[config.mk]
export PLATFORM = sky130hd
export DESIGN_NAME = proximity_warning_controller_top
export DESIGN_NICKNAME = d
export VERILOG_FILES = /design/src/design/pwc_pkg.sv /design/src/design/proximity_warning_controller_top.sv
export VERILOG_INCLUDE_DIRS = /design/src /design/src/design
export SDC_FILE = /design/constraint.sdc
export NUM_CORES = 1
export LEC_CHECK = 0
export BUFFER_PORTS_ARGS = -buffer_cell sky130_fd_sc_hd__buf_2
export CAP_MARGIN = 10
export CORE_MARGIN = 2
export CORE_UTILIZATION = 59
export DETAILED_ROUTE_END_ITERATION = 7
export PLACE_DENSITY = 0.79
export SLEW_MARGIN = 20
export SYNTH_ARGS = -nofsm -noshare
export SYNTH_HDL_FRONTEND = slang
export SYNTH_SLANG_ARGS = --single-unit
[constraint.sdc]
create_clock -name clk -period 6.7 [get_ports clk]
set_input_delay 2.01 -clock clk [delete_from_list [all_inputs] [get_ports clk]]
set_output_delay 2.01 -clock clk [all_outputs]
set_load 0.02 [all_outputs]
[src/design/proximity_warning_controller_top_assert.svh]
// Assertion macros shared by the proximity warning controller RTL.
// Each macro expands to one labeled concurrent assertion that reports by $error.
// Depends on nothing; included by name from the module file.
`ifndef PROXIMITY_WARNING_CONTROLLER_TOP_ASSERT_SVH
`define PROXIMITY_WARNING_CONTROLLER_TOP_ASSERT_SVH

// Same-cycle implication, disabled while reset is asserted.
`define PWC_ASSERT_NOW(label, clk, rst_n, ante, cons, msg) \
  label: assert property (@(posedge clk) disable iff (!rst_n) (ante) |-> (cons)) \
    else $error(msg);

// Next-cycle implication, disabled while reset is asserted.
`define PWC_ASSERT_NEXT(label, clk, rst_n, ante, cons, msg) \
  label: assert property (@(posedge clk) disable iff (!rst_n) (ante) |=> (cons)) \
    else $error(msg);

`endif

[src/design/pwc_pkg.sv]
// Package for the proximity warning controller: beat types, widths and codes.
// Used by proximity_warning_controller_top; depends on nothing.
`timescale 1ns / 1ps

package pwc_pkg;

  // Field widths.
  localparam int ECHO_BITS = 16;
  localparam int IR_W      = 10;
  localparam int ZONE_W    = 10;
  localparam int HOLD_W    = 14;
  localparam int DIST_W    = 19;
  localparam int ANGLE_W   = 8;
  localparam int MSG_W     = 2;
  localparam int LED_W     = 3;
  localparam int CFG_IDX_W = 3;
  localparam int CFG_DAT_W = 14;

  // Echo time to Q11.8 centimeters: echo * 281 >> 6.
  localparam int ECHO_SCALE   = 281;
  localparam int ECHO_SCALE_W = 9;
  localparam int ECHO_SHIFT   = 6;
  localparam logic [DIST_W-1:0] DIST_MAX = {DIST_W{1'b1}};

  // Item kinds.
  localparam logic KIND_MEAS = 1'b0;
  localparam logic KIND_TICK = 1'b1;

  // Message codes.
  localparam logic [MSG_W-1:0] MSG_SAFE    = 2'd0;
  localparam logic [MSG_W-1:0] MSG_FAR     = 2'd1;
  localparam logic [MSG_W-1:0] MSG_WARNING = 2'd2;
  localparam logic [MSG_W-1:0] MSG_DANGER  = 2'd3;

  // LED patterns: bit 0 green, bit 1 blue, bit 2 red.
  localparam logic [LED_W-1:0] LED_OFF        = 3'b000;
  localparam logic [LED_W-1:0] LED_GREEN      = 3'b001;
  localparam logic [LED_W-1:0] LED_GREEN_BLUE = 3'b011;
  localparam logic [LED_W-1:0] LED_RED        = 3'b100;
  localparam logic [LED_W-1:0] LED_ALL        = 3'b111;

  // Servo angles in degrees.
  localparam logic [ANGLE_W-1:0] ANGLE_REST = 8'd0;
  localparam logic [ANGLE_W-1:0] ANGLE_WARN = 8'd100;
  localparam logic [ANGLE_W-1:0] ANGLE_CRIT = 8'd180;

  // Configuration register indexes.
  localparam logic [CFG_IDX_W-1:0] CFG_IR_THRESHOLD       = 3'd0;
  localparam logic [CFG_IDX_W-1:0] CFG_WARNING_CM         = 3'd1;
  localparam logic [CFG_IDX_W-1:0] CFG_DANGER_CM          = 3'd2;
  localparam logic [CFG_IDX_W-1:0] CFG_CRITICAL_CM        = 3'd3;
  localparam logic [CFG_IDX_W-1:0] CFG_SERVO_HOLD_WARN_MS = 3'd4;
  localparam logic [CFG_IDX_W-1:0] CFG_SERVO_HOLD_CRIT_MS = 3'd5;
  localparam logic [CFG_IDX_W-1:0] CFG_BUZZER_HOLD_MS     = 3'd6;

  // Configuration reset values.
  localparam logic [IR_W-1:0]   RST_IR_THRESHOLD       = 10'd500;
  localparam logic [ZONE_W-1:0] RST_WARNING_CM         = 10'd50;
  localparam logic [ZONE_W-1:0] RST_DANGER_CM          = 10'd35;
  localparam logic [ZONE_W-1:0] RST_CRITICAL_CM        = 10'd20;
  localparam logic [HOLD_W-1:0] RST_SERVO_HOLD_WARN_MS = 14'd7000;
  localparam logic [HOLD_W-1:0] RST_SERVO_HOLD_CRIT_MS = 14'd10000;
  localparam logic [HOLD_W-1:0] RST_BUZZER_HOLD_MS     = 14'd7000;

  typedef struct packed {
    logic                 kind;
    logic [IR_W-1:0]      ir_level;
    logic [ECHO_BITS-1:0] echo_us;
  } pwc_in_t;

  typedef struct packed {
    logic [DIST_W-1:0]  distance_q8;
    logic               led_green;
    logic               led_blue;
    logic               led_red;
    logic [ANGLE_W-1:0] servo_angle;
    logic               buzzer_on;
    logic               short_alarm;
    logic               vibrate;
    logic [MSG_W-1:0]   message;
  } pwc_out_t;

endpackage

[src/design/proximity_warning_controller_top.sv]
// Proximity warning controller, top level and only module.
// Depends on pwc_pkg and on proximity_warning_controller_top_assert.svh.
`timescale 1ns / 1ps

//  Channel   Direction  Handshake               Beat
//  in_       input      in_valid / in_ready     pwc_in_t: kind, ir_level, echo_us
//  out_      output     out_valid / out_ready   pwc_out_t: distance and indicators
//  cfg_      input      cfg_valid / cfg_ready   cfg_index, cfg_wdata
//
//  An input beat lands in the input register and is evaluated from there;
//  out_valid rises when the result register takes the evaluated beat.
//  With out_ready held high one beat is accepted every cycle.
//  A stalled result keeps the evaluation stage full, so in_ready drops and the
//  stall backs up to the sender. Synchronous active-low reset restores the
//  register defaults and clears all holds; there is no clearing pass.

`include "proximity_warning_controller_top_assert.svh"

module proximity_warning_controller_top
  import pwc_pkg::*;
(
  input  logic                 clk,
  input  logic                 rst_n,
  // Input channel: measurements and millisecond ticks.
  input  logic                 in_valid,
  output logic                 in_ready,
  input  pwc_in_t              in_data,
  // Result channel: one beat per input beat.
  output logic                 out_valid,
  input  logic                 out_ready,
  output pwc_out_t             out_data,
  // Configuration write channel.
  input  logic                 cfg_valid,
  output logic                 cfg_ready,
  input  logic [CFG_IDX_W-1:0] cfg_index,
  input  logic [CFG_DAT_W-1:0] cfg_wdata
);

  // Distance arithmetic widths follow the echo width.
  localparam int PROD_W = ECHO_BITS + ECHO_SCALE_W;
  localparam int SHR_W  = PROD_W - ECHO_SHIFT;
  localparam int WIDE_W = (SHR_W > DIST_W) ? SHR_W : DIST_W;

  // Configuration registers.
  logic [IR_W-1:0]   ir_threshold_r;
  logic [ZONE_W-1:0] warning_cm_r;
  logic [ZONE_W-1:0] danger_cm_r;
  logic [ZONE_W-1:0] critical_cm_r;
  logic [HOLD_W-1:0] servo_hold_warn_r;
  logic [HOLD_W-1:0] servo_hold_crit_r;
  logic [HOLD_W-1:0] buzzer_hold_r;

  // Pipeline registers.
  logic     in_valid_r;
  pwc_in_t  in_r;
  logic     out_valid_r;
  pwc_out_t out_r;

  // Controller state and its next values.
  logic               chirp_done_r, chirp_done_nxt;
  logic               servo_busy_r, servo_busy_nxt;
  logic [HOLD_W-1:0]  servo_left_r, servo_left_nxt;
  logic [ANGLE_W-1:0] servo_pos_r, servo_pos_nxt;
  logic               buzz_busy_r, buzz_busy_nxt;
  logic [HOLD_W-1:0]  buzz_left_r, buzz_left_nxt;
  logic [LED_W-1:0]   led_pattern_r, led_pattern_nxt;
  logic [MSG_W-1:0]   message_r, message_nxt;
  pwc_out_t           out_nxt;

  // Datapath signals.
  logic [PROD_W-1:0] echo_prod;
  logic [WIDE_W-1:0] dist_wide;
  logic [DIST_W-1:0] dist_sat;
  logic              obstacle;
  logic              advance;
  logic              chirp;
  logic              vib;

  // The evaluation stage moves when it holds a beat and the result register
  // is free or being emptied in this cycle.
  assign advance   = in_valid_r && (!out_valid_r || out_ready);
  assign in_ready  = !in_valid_r || advance;
  assign cfg_ready = 1'b1;
  assign out_valid = out_valid_r;
  assign out_data  = out_r;

  // One constant multiply, then saturation to the 19-bit distance field.
  assign echo_prod = PROD_W'(in_r.echo_us) * PROD_W'(ECHO_SCALE);
  assign dist_wide = WIDE_W'(echo_prod[PROD_W-1:ECHO_SHIFT]);
  assign dist_sat  = (dist_wide > WIDE_W'(DIST_MAX)) ? DIST_MAX : dist_wide[DIST_W-1:0];
  assign obstacle  = in_r.ir_level < ir_threshold_r;

  always_comb begin
    chirp_done_nxt  = chirp_done_r;
    servo_busy_nxt  = servo_busy_r;
    servo_left_nxt  = servo_left_r;
    servo_pos_nxt   = servo_pos_r;
    buzz_busy_nxt   = buzz_busy_r;
    buzz_left_nxt   = buzz_left_r;
    led_pattern_nxt = led_pattern_r;
    message_nxt     = message_r;
    chirp           = 1'b0;
    vib             = 1'b0;

    if (in_r.kind == KIND_TICK) begin
      // A hold of H ms is released on the tick after the count reaches zero.
      if (servo_busy_r) begin
        if (servo_left_r == '0) begin
          servo_busy_nxt = 1'b0;
          servo_pos_nxt  = ANGLE_REST;
        end else begin
          servo_left_nxt = servo_left_r - HOLD_W'(1);
        end
      end
      if (buzz_busy_r) begin
        if (buzz_left_r == '0) begin
          buzz_busy_nxt = 1'b0;
        end else begin
          buzz_left_nxt = buzz_left_r - HOLD_W'(1);
        end
      end
    end else if (obstacle) begin
      priority if (dist_sat > DIST_W'({warning_cm_r, 8'h00})) begin
        // Far zone: chirp once per approach.
        led_pattern_nxt = LED_GREEN;
        message_nxt     = MSG_FAR;
        if (!chirp_done_r) begin
          chirp          = 1'b1;
          chirp_done_nxt = 1'b1;
        end
      end else if (dist_sat > DIST_W'({danger_cm_r, 8'h00})) begin
        led_pattern_nxt = LED_GREEN_BLUE;
        message_nxt     = MSG_WARNING;
        servo_pos_nxt   = ANGLE_WARN;
        servo_busy_nxt  = 1'b1;
        servo_left_nxt  = servo_hold_warn_r;
        vib             = 1'b1;
        chirp           = !buzz_busy_r;
      end else begin
        led_pattern_nxt = (dist_sat > DIST_W'({critical_cm_r, 8'h00})) ? LED_RED : LED_ALL;
        message_nxt     = MSG_DANGER;
        servo_pos_nxt   = ANGLE_CRIT;
        servo_busy_nxt  = 1'b1;
        servo_left_nxt  = servo_hold_crit_r;
        buzz_busy_nxt   = 1'b1;
        buzz_left_nxt   = buzzer_hold_r;
      end
    end else begin
      // Path clear: rearm the far-zone chirp.
      led_pattern_nxt = LED_GREEN;
      message_nxt     = MSG_SAFE;
      chirp_done_nxt  = 1'b0;
    end

    out_nxt.distance_q8 = ((in_r.kind == KIND_MEAS) && obstacle) ? dist_sat : '0;
    out_nxt.led_green   = led_pattern_nxt[0];
    out_nxt.led_blue    = led_pattern_nxt[1];
    out_nxt.led_red     = led_pattern_nxt[2];
    out_nxt.servo_angle = servo_pos_nxt;
    out_nxt.buzzer_on   = buzz_busy_nxt;
    out_nxt.short_alarm = chirp;
    out_nxt.vibrate     = vib;
    out_nxt.message     = message_nxt;
  end

  // Control state, configuration and holds.
  always_ff @(posedge clk) begin
    if (!rst_n) begin
      ir_threshold_r    <= RST_IR_THRESHOLD;
      warning_cm_r      <= RST_WARNING_CM;
      danger_cm_r       <= RST_DANGER_CM;
      critical_cm_r     <= RST_CRITICAL_CM;
      servo_hold_warn_r <= RST_SERVO_HOLD_WARN_MS;
      servo_hold_crit_r <= RST_SERVO_HOLD_CRIT_MS;
      buzzer_hold_r     <= RST_BUZZER_HOLD_MS;
      in_valid_r        <= 1'b0;
      out_valid_r       <= 1'b0;
      chirp_done_r      <= 1'b0;
      servo_busy_r      <= 1'b0;
      servo_left_r      <= '0;
      servo_pos_r       <= ANGLE_REST;
      buzz_busy_r       <= 1'b0;
      buzz_left_r       <= '0;
      led_pattern_r     <= LED_OFF;
      message_r         <= MSG_SAFE;
    end else begin
      if (cfg_valid && cfg_ready) begin
        unique case (cfg_index)
          CFG_IR_THRESHOLD:       ir_threshold_r    <= cfg_wdata[IR_W-1:0];
          CFG_WARNING_CM:         warning_cm_r      <= cfg_wdata[ZONE_W-1:0];
          CFG_DANGER_CM:          danger_cm_r       <= cfg_wdata[ZONE_W-1:0];
          CFG_CRITICAL_CM:        critical_cm_r     <= cfg_wdata[ZONE_W-1:0];
          CFG_SERVO_HOLD_WARN_MS: servo_hold_warn_r <= cfg_wdata[HOLD_W-1:0];
          CFG_SERVO_HOLD_CRIT_MS: servo_hold_crit_r <= cfg_wdata[HOLD_W-1:0];
          CFG_BUZZER_HOLD_MS:     buzzer_hold_r     <= cfg_wdata[HOLD_W-1:0];
          default: ;
        endcase
      end

      if (in_ready) begin
        in_valid_r <= in_valid;
      end

      if (advance) begin
        out_valid_r   <= 1'b1;
        chirp_done_r  <= chirp_done_nxt;
        servo_busy_r  <= servo_busy_nxt;
        servo_left_r  <= servo_left_nxt;
        servo_pos_r   <= servo_pos_nxt;
        buzz_busy_r   <= buzz_busy_nxt;
        buzz_left_r   <= buzz_left_nxt;
        led_pattern_r <= led_pattern_nxt;
        message_r     <= message_nxt;
      end else if (out_ready) begin
        out_valid_r <= 1'b0;
      end
    end
  end

  // Payload registers carry no reset.
  always_ff @(posedge clk) begin
    if (in_valid && in_ready) begin
      in_r <= in_data;
    end
    if (advance) begin
      out_r <= out_nxt;
    end
  end

  `PWC_ASSERT_NOW(a_servo_rest_when_idle, clk, rst_n,
                  !servo_busy_r, servo_pos_r == ANGLE_REST,
                  "servo off its rest angle while not holding")
  `PWC_ASSERT_NOW(a_servo_angle_legal, clk, rst_n, 1'b1,
                  (servo_pos_r == ANGLE_REST) || (servo_pos_r == ANGLE_WARN) ||
                  (servo_pos_r == ANGLE_CRIT),
                  "servo angle outside the zone set")
  `PWC_ASSERT_NOW(a_vibrate_warning_only, clk, rst_n,
                  out_valid_r && out_r.vibrate, out_r.message == MSG_WARNING,
                  "vibration pulse outside the warning zone")
  `PWC_ASSERT_NOW(a_warn_chirp_no_buzzer, clk, rst_n,
                  out_valid_r && out_r.short_alarm && (out_r.message == MSG_WARNING),
                  !out_r.buzzer_on, "warning chirp while buzzer held")
  `PWC_ASSERT_NEXT(a_advance_fills_result, clk, rst_n, advance, out_valid_r,
                   "evaluated beat did not reach the result register")

endmodule
# Word level (Yosys, flattened, before mapping)
# Index checks and enable logic that the tools add are counted.
[totals] register_bits=190 latch_bits=0 mem_bits_rw=0 rom_bits=0 inputBits=49 out_inout_bits=38 wordCells=125 memories=0
[op_classes] add_sub_neg=2 mul=1 div_mod_pow=0 n_lt_le_gt_ge=5 n_eq_ne=13 n_shift=0 mux=47 n_bitwise=2 n_reduce_logical=26
[op_table] op="$mux 14" n=12
[op_table] op="$gt 19x18->1" n=3
[op_table] op="$mux 8" n=6
[op_table] op="$logic_not 14->1" n=2
[op_table] op="$sub 14x1->14 const B" n=2
[op_table] op="$mul 16x9->25 const B" n=1
[op_table] op="$mux 1" n=20
[op_table] op="$gt 19x19->1 const B" n=1
[op_table] op="$mux 19" n=1
[op_table] op="$reduce_and 2->1" n=7
[op_table] op="$mux 3" n=4
[op_table] op="$lt 10x10->1" n=1
[op_table] op="$eq 3x3->1 const B" n=3
[op_table] op="$mux 2" n=4
[op_table] op="$ne 2x2->1 const B" n=4
[op_table] op="$eq 3x2->1 const B" n=2
[op_table] op="$ne 2x1->1 const B" n=3
[op_table] op="$reduce_and 3->1" n=2
[op_table] op="$reduce_and 6->1" n=1
[op_table] op="$reduce_and 5->1" n=1
[op_table] op="$reduce_bool 2->1" n=2
[op_table] op="$eq 3x1->1 const B" n=1
[op_table] op="$logic_and 1x1->1" n=3
[op_table] op="$logic_not 1->1" n=3
[op_table] op="other kinds (5)" n=7

# Longest topological paths before layout
[depth] ltp_word=9 ltp_mapped=28 depth_no_buf=27

# Worst setup path before layout
# OpenSTA, ideal clock, no wires.
[synth_path] path_kind="register to register" startpoint="reg in_r[5] (netlist name)" endpoint="reg buzz_left_r[5]" setup_ns=0.125 t_arrival_ns=6.086 required_ns=6.575 setup_slack_ns=0.489 path_stages_with_launch=25 n_path_buf=1 synth_period_minus_slack_ns=6.211 path_cell_list="edfxtp_1 -> ha_1 -> ha_1 -> inv_1 -> fa_1 -> fa_1 -> inv_1 -> ha_1 -> a21o_1 -> a21oi_1 -> a21oi_1 -> o31a_1 -> a311o_1 -> a21o_1 -> a21oi_1 -> xnor2_1 -> ha_1 -> nand3_1 -> nor4_1 -> nand4_2 -> a211oi_4 -> buf_4 -> nand3_1 -> nand2_1 -> o22ai_1"
[synth_via] elab_chain_cells=6 elab_cells_between_ends=8 classes_between="1 x mul; 3 x order compare; 2 x eq/ne; 1 x mux; 1 x reduce/logical"
[synth_lines] item="start, declared" line_no="proximity_warning_controller_top.sv:55" rtl="pwc_in_t in_r;"
[synth_lines] item="start signal, assigned" line_no="proximity_warning_controller_top.sv:223" rtl="in_r <= in_data;"
[synth_lines] item="$mul 16x9->25 (*)" line_no="proximity_warning_controller_top.sv:88" rtl="assign echo_prod = PROD_W'(in_r.echo_us) * PROD_W'(ECHO_SCALE);"
[synth_lines] item="$gt 19x19->1" line_no="proximity_warning_controller_top.sv:90" rtl="assign dist_sat = (dist_wide > WIDE_W'(DIST_MAX)) ? DIST_MAX : dist_wide[DIST_W-1:0];"
[synth_lines] item="$mux 19 (*)" line_no="proximity_warning_controller_top.sv:90"
[synth_lines] item="named net dist_sat[17]" line_no="proximity_warning_controller_top.sv:73" rtl="logic [DIST_W-1:0] dist_sat;"
[synth_lines] item="$gt 19x18->1, on equally long branches" line_no="proximity_warning_controller_top.sv:131, proximity_warning_controller_top.sv:123"
[synth_lines] item="$ne 2x2->1 (no source line)"
[synth_lines] item="$reduce_and 6->1 (no source line) (*)"
[synth_lines] item="end signal, assigned" line_no="proximity_warning_controller_top.sv:211" rtl="buzz_left_r <= buzz_left_nxt;"
[synth_lines] item="end, declared" line_no="proximity_warning_controller_top.sv:65" rtl="logic [HOLD_W-1:0] buzz_left_r, buzz_left_nxt;"
# Mark *: on every way through the listed nets, which the timed path passes. The rest lies on a longest branch.
# A chain may end at the register's enable or synchronous reset.

# Final worst setup path
[layout_path] startpoint="reg in_r[9] (netlist name)" endpoint="reg out_r (netlist bit out_data[15]) (data pin)"
[layout_via] elab_chain_cells=9 elab_cells_between_ends=11 classes_between="1 x mul; 4 x order compare; 6 x mux"
[layout_lines] item="$mul 16x9->25 (*)" line_no="proximity_warning_controller_top.sv:88"
[layout_lines] item="$gt 19x19->1" line_no="proximity_warning_controller_top.sv:90"
[layout_lines] item="$mux 19 (*)" line_no="proximity_warning_controller_top.sv:90"
[layout_lines] item="named net dist_sat[17]" line_no="proximity_warning_controller_top.sv:73"
[layout_lines] item="$gt 19x18->1" line_no="proximity_warning_controller_top.sv:140" rtl="led_pattern_nxt = (dist_sat > DIST_W'({critical_cm_r, 8'h00})) ? LED_RED : LED_ALL;"
[layout_lines] item="$mux 2" line_no="proximity_warning_controller_top.sv:140"
[layout_lines] item="$mux 3" line_no="proximity_warning_controller_top.sv:131" rtl="end else if (dist_sat > DIST_W'({danger_cm_r, 8'h00})) begin"
[layout_lines] item="$mux 3 (*)" line_no="proximity_warning_controller_top.sv:123" rtl="priority if (dist_sat > DIST_W'({warning_cm_r, 8'h00})) begin"
[layout_lines] item="$mux 3 (*)" line_no="proximity_warning_controller_top.sv:122" rtl="end else if (obstacle) begin"
[layout_lines] item="$mux 3 (*)" line_no="proximity_warning_controller_top.sv:105" rtl="if (in_r.kind == KIND_TICK) begin"
[layout_lines] item="named net led_pattern_nxt[0]" line_no="proximity_warning_controller_top.sv:66" rtl="logic [LED_W-1:0] led_pattern_r, led_pattern_nxt;"
[layout_lines] item="end signal, assigned" line_no="proximity_warning_controller_top.sv:226" rtl="out_r <= out_nxt;"
[layout_lines] item="end, declared" line_no="proximity_warning_controller_top.sv:57" rtl="pwc_out_t out_r;"
# Marks and branches as above.

==> flow_summary.yaml <==
synth:
  ys_ff_latch: 190
  synth_xor_area_frac: 0.0137
  synthSimpleGateAreaFrac: 0.182
  netlist_top_cells_area: "dfxtp_1 (24%), edfxtp_1 (17%), ha_1 (12%)"
  synth_top_family_by_area: "simple AND/OR/NAND/NOR gates"
  synth_edf_count: 62
  avgSynthCellArea_um2: 8.95
  syn_area_um2: 10900
  synthArstFlopShare: 0
  synth_top_area_frac: 0.236
  yosysWarnings: 0
  synthMuxAreaShare: 0.00519
  yosys.area.top_type: "dfxtp_1"
  synth-compound-area-share: 0.172
  synth-adder-area-share: 0.167
  synth.net_count: 1393
  ys_types: 79
  synth_ff_type: "dfxtp_1"
  synthCells: 1213
  yosysSeqAreaShare: 0.407
setup_path:
  cp_common_cell: "ha_1"
  timing.critical_path.buf_inv: 2
  critPathCaptureType: "flop"
  critical_path_class: "reg -> reg"
  cp.required_ns: 6.85
  startpoint_type: "flop"
  cp_slowest_stage_delay_ns: 0.54
  crit_arrival_ns: 6.65
  slowest_stage: "fa_1"
  path_max_fanout: 4
  worstPathCellList: "ha_1 > ha_1 > fa_1 > inv_1 > fa_1 > inv_1 > ha_1 > a21oi_1 > nor2b_1 > o21a_1 > o31a_1 > a311o_1 > a21o_1 > a21oi_2 > xnor2_2 > ha_1 > nand3_1 > nor3_1 > nand2_1 > nand4b_1 > nand2_1 > nand2_1 > nor3b_1 > a22oi_1"
  critical-path-top-delay-family: "adder cells"
pwr:
  power.density_nw_per_um2: 322
  p_leak_nw: 5.28
  p_total_mw: 3.97
  peakVddDrop_v: 0.000239
timing:
  slew_headroom: 0.284
  tns_ns: 0
  rsz0062_at_grt: "yes"
  period_needed_ns: 6.50
  max_freq_mhz: 154
  setup-violations-final: 0
  setup_ws_ns: 0.204
  clock_skew_ns: 0.0179
  final_hold_viol_count: 0
  worstMarginPinSlew_ns: 1.07
  timing.final.crit_share: 0.969
  slew_violations: 0
route:
  avgRoutedWirePerCell_um: 18.1
  drt_first_pass_iters: 5
  ant_nets: 0
  vias: 9211
  drt_iter0_drc: 752
  drc: 0
  wl_um: 28000
  vias_per_cell: 5.95
clocking:
  cts_tree: "done"
  htree_levels: 4
  cts-hold-fix-buffers: 0
  clockBufferDepth: 2
  clockRootBuffer: "clkbuf_16"
  clk_latency_ns: 0.44
  cts.sinks: 190
  cts_buffers: 17
  clkTransAtPathRegs_ns: 0.07
global_route:
  grt_pass1_vias: 8669
  grt_overflow_total: 0
  antenna_found_initial: 0
  grt_use_total: 0.286
  grt_pass1_wl_um: 44600
  grt_max_degree: 69
die:
  die_x_um: 140
  fp-row-count: 49
  die_y_um: 140
  num_io_pins: 87
  start_util: 0.602
  core_area_um2: 18000
  die_area_um2: 19500
cells_and_area:
  final_cell_area_um2: 12300
  n_antenna_cell: 0
  fillers: 1444
  area_growth_syn_to_layout_pct: 13.3
  layout_commonest_cell: "nand2_1"
  layout.nets: 1487
  drive_above_1_share: 0.146
  fin_cells: 1549
  final_cell_mix: "nand2_1 (212), dfxtp_1 (128), ha_1 (107)"
run_status:
  status: "finished, final reports clean"
place:
  port_buffers: 85
  dp_cells: 1509
  gp_congestion: 0.903
  place_area_um2: 11600
  hpwl_um: 20000
  pre_cts_ws_ns: 0.103
worst_hold_path:
  min_path_type: "reg -> reg"
job:
  cap_violations: 0
worst paths after layout:
kind | startpoint | to | slack [ns] | depth (start not counted)
worst max-delay path | in_r[9] | out_data[15] | 0.20 | 24
worst min-delay path | warning_cm_r[8] | warning_cm_r[8] | 0.45 | 2
worst max register to register | in_r[9] | out_data[15] | 0.20 | 24
worst min register to register | warning_cm_r[8] | warning_cm_r[8] | 0.45 | 2
logic make-up (layout without fill, tap and decap cells):
| logic type | Yosys count | after routing |
|---|---|---|
| muxes | 5 | 5 |
| DFF | 190 | 190 |
| buffers and inverters | 145 | 252 |
| and+or+nand+nor | 442 | 442 |
| xor gates and xnor gates | 17 | 17 |
| AOI/OAI and AO/OA | 282 | 282 |
| adders and majority gates | 131 | 131 |
| other | 1 | 1 |
layer usage:
metal | global-route usage | part of all wire | vias to the layer above
li1 | - | - | 4463
met1 | 0.382 | 0.43 | 4363
met2 | 0.472 | 0.49 | 330
met3 | 0.0471 | 0.057 | 55
met4 | 0.105 | 0.027 | 0
met5 | 0 | 0 | -
what timing repair did:
item / 4_1_cts / 5_1_grt
setup endpoints to repair: 0 / 58
hold endpoints to repair: 0 / 0
buffers inserted: 0 / 8
resized for setup: 0 / 19
worst register-to-register path: stages (launching register included):
cell      delay [ns]
edfxtp_1        0.48
ha_1            0.32
ha_1            0.30
fa_1            0.54
inv_1           0.05
fa_1            0.52
inv_1           0.04
ha_1            0.30
a21oi_1         0.25
nor2b_1         0.08
o21a_1          0.18
o31a_1          0.33
a311o_1         0.41
a21o_1          0.21
a21oi_2         0.17
xnor2_2         0.12
ha_1            0.34
nand3_1         0.11
nor3_1          0.31
nand2_1         0.08
nand4b_1        0.26
nand2_1         0.17
nand2_1         0.10
nor3b_1         0.37
a22oi_1         0.14
per-stage QoR:
step                       util  hold WS, ns
final                     0.683        0.455
after global routing      0.683        0.466
after CTS                 0.675        0.454
after detailed placement  0.643        0.437
after global placement    0.643        0.433
after floorplan               -        0.421
power breakdown:
group          switching, mW  leakage, nW  internal (mW)
sequential            0.0286         1.63           1.25
clock                  0.485        0.283          0.511
combinational          0.997         3.38          0.694
registers in the layout (all words and copies together) (netlist names), 2 cells and up:
signal and cells:
ir_threshold_r 10, servo_hold_warn_r 14, buzz_left_r 14, out_data 35, danger_cm_r 10, message_r 2
servo_left_r 14, in_r 27, servo_pos_r 8, led_pattern_r 3, servo_hold_crit_r 14, critical_cm_r 10
warning_cm_r 10, buzzer_hold_r 14
Yosys cell counts (all sizes together) (9+ instances only):
master and count:
nand2 212, dfxtp 128, a21oi 109, ha 108, inv 96, nor2 84, edfxtp 62, nand3 47
clkbuf 43, o21ai 37, fa 23, nor2b 22, o211ai 22, nor3 18, a21o 13, nand2b 12
o22ai 12, a211oi 11, xnor2 10, a31oi 9, and2 9, nand4 9
area by class of cell:
type | instances | area, um^2 | share of cell area
Clock buffer | 19 | 453 | 0.0368
Clock inverter | 13 | 121 | 0.00986
Inverter | 96 | 360 | 0.0293
Multi-Input combinational cell | 878 | 5940 | 0.483
Sequential cell | 190 | 4420 | 0.359
Tap cell | 229 | 287 | 0.0233
Timing Repair Buffer | 124 | 722 | 0.0587
Note: power is estimated with default switching activity, not from simulation.
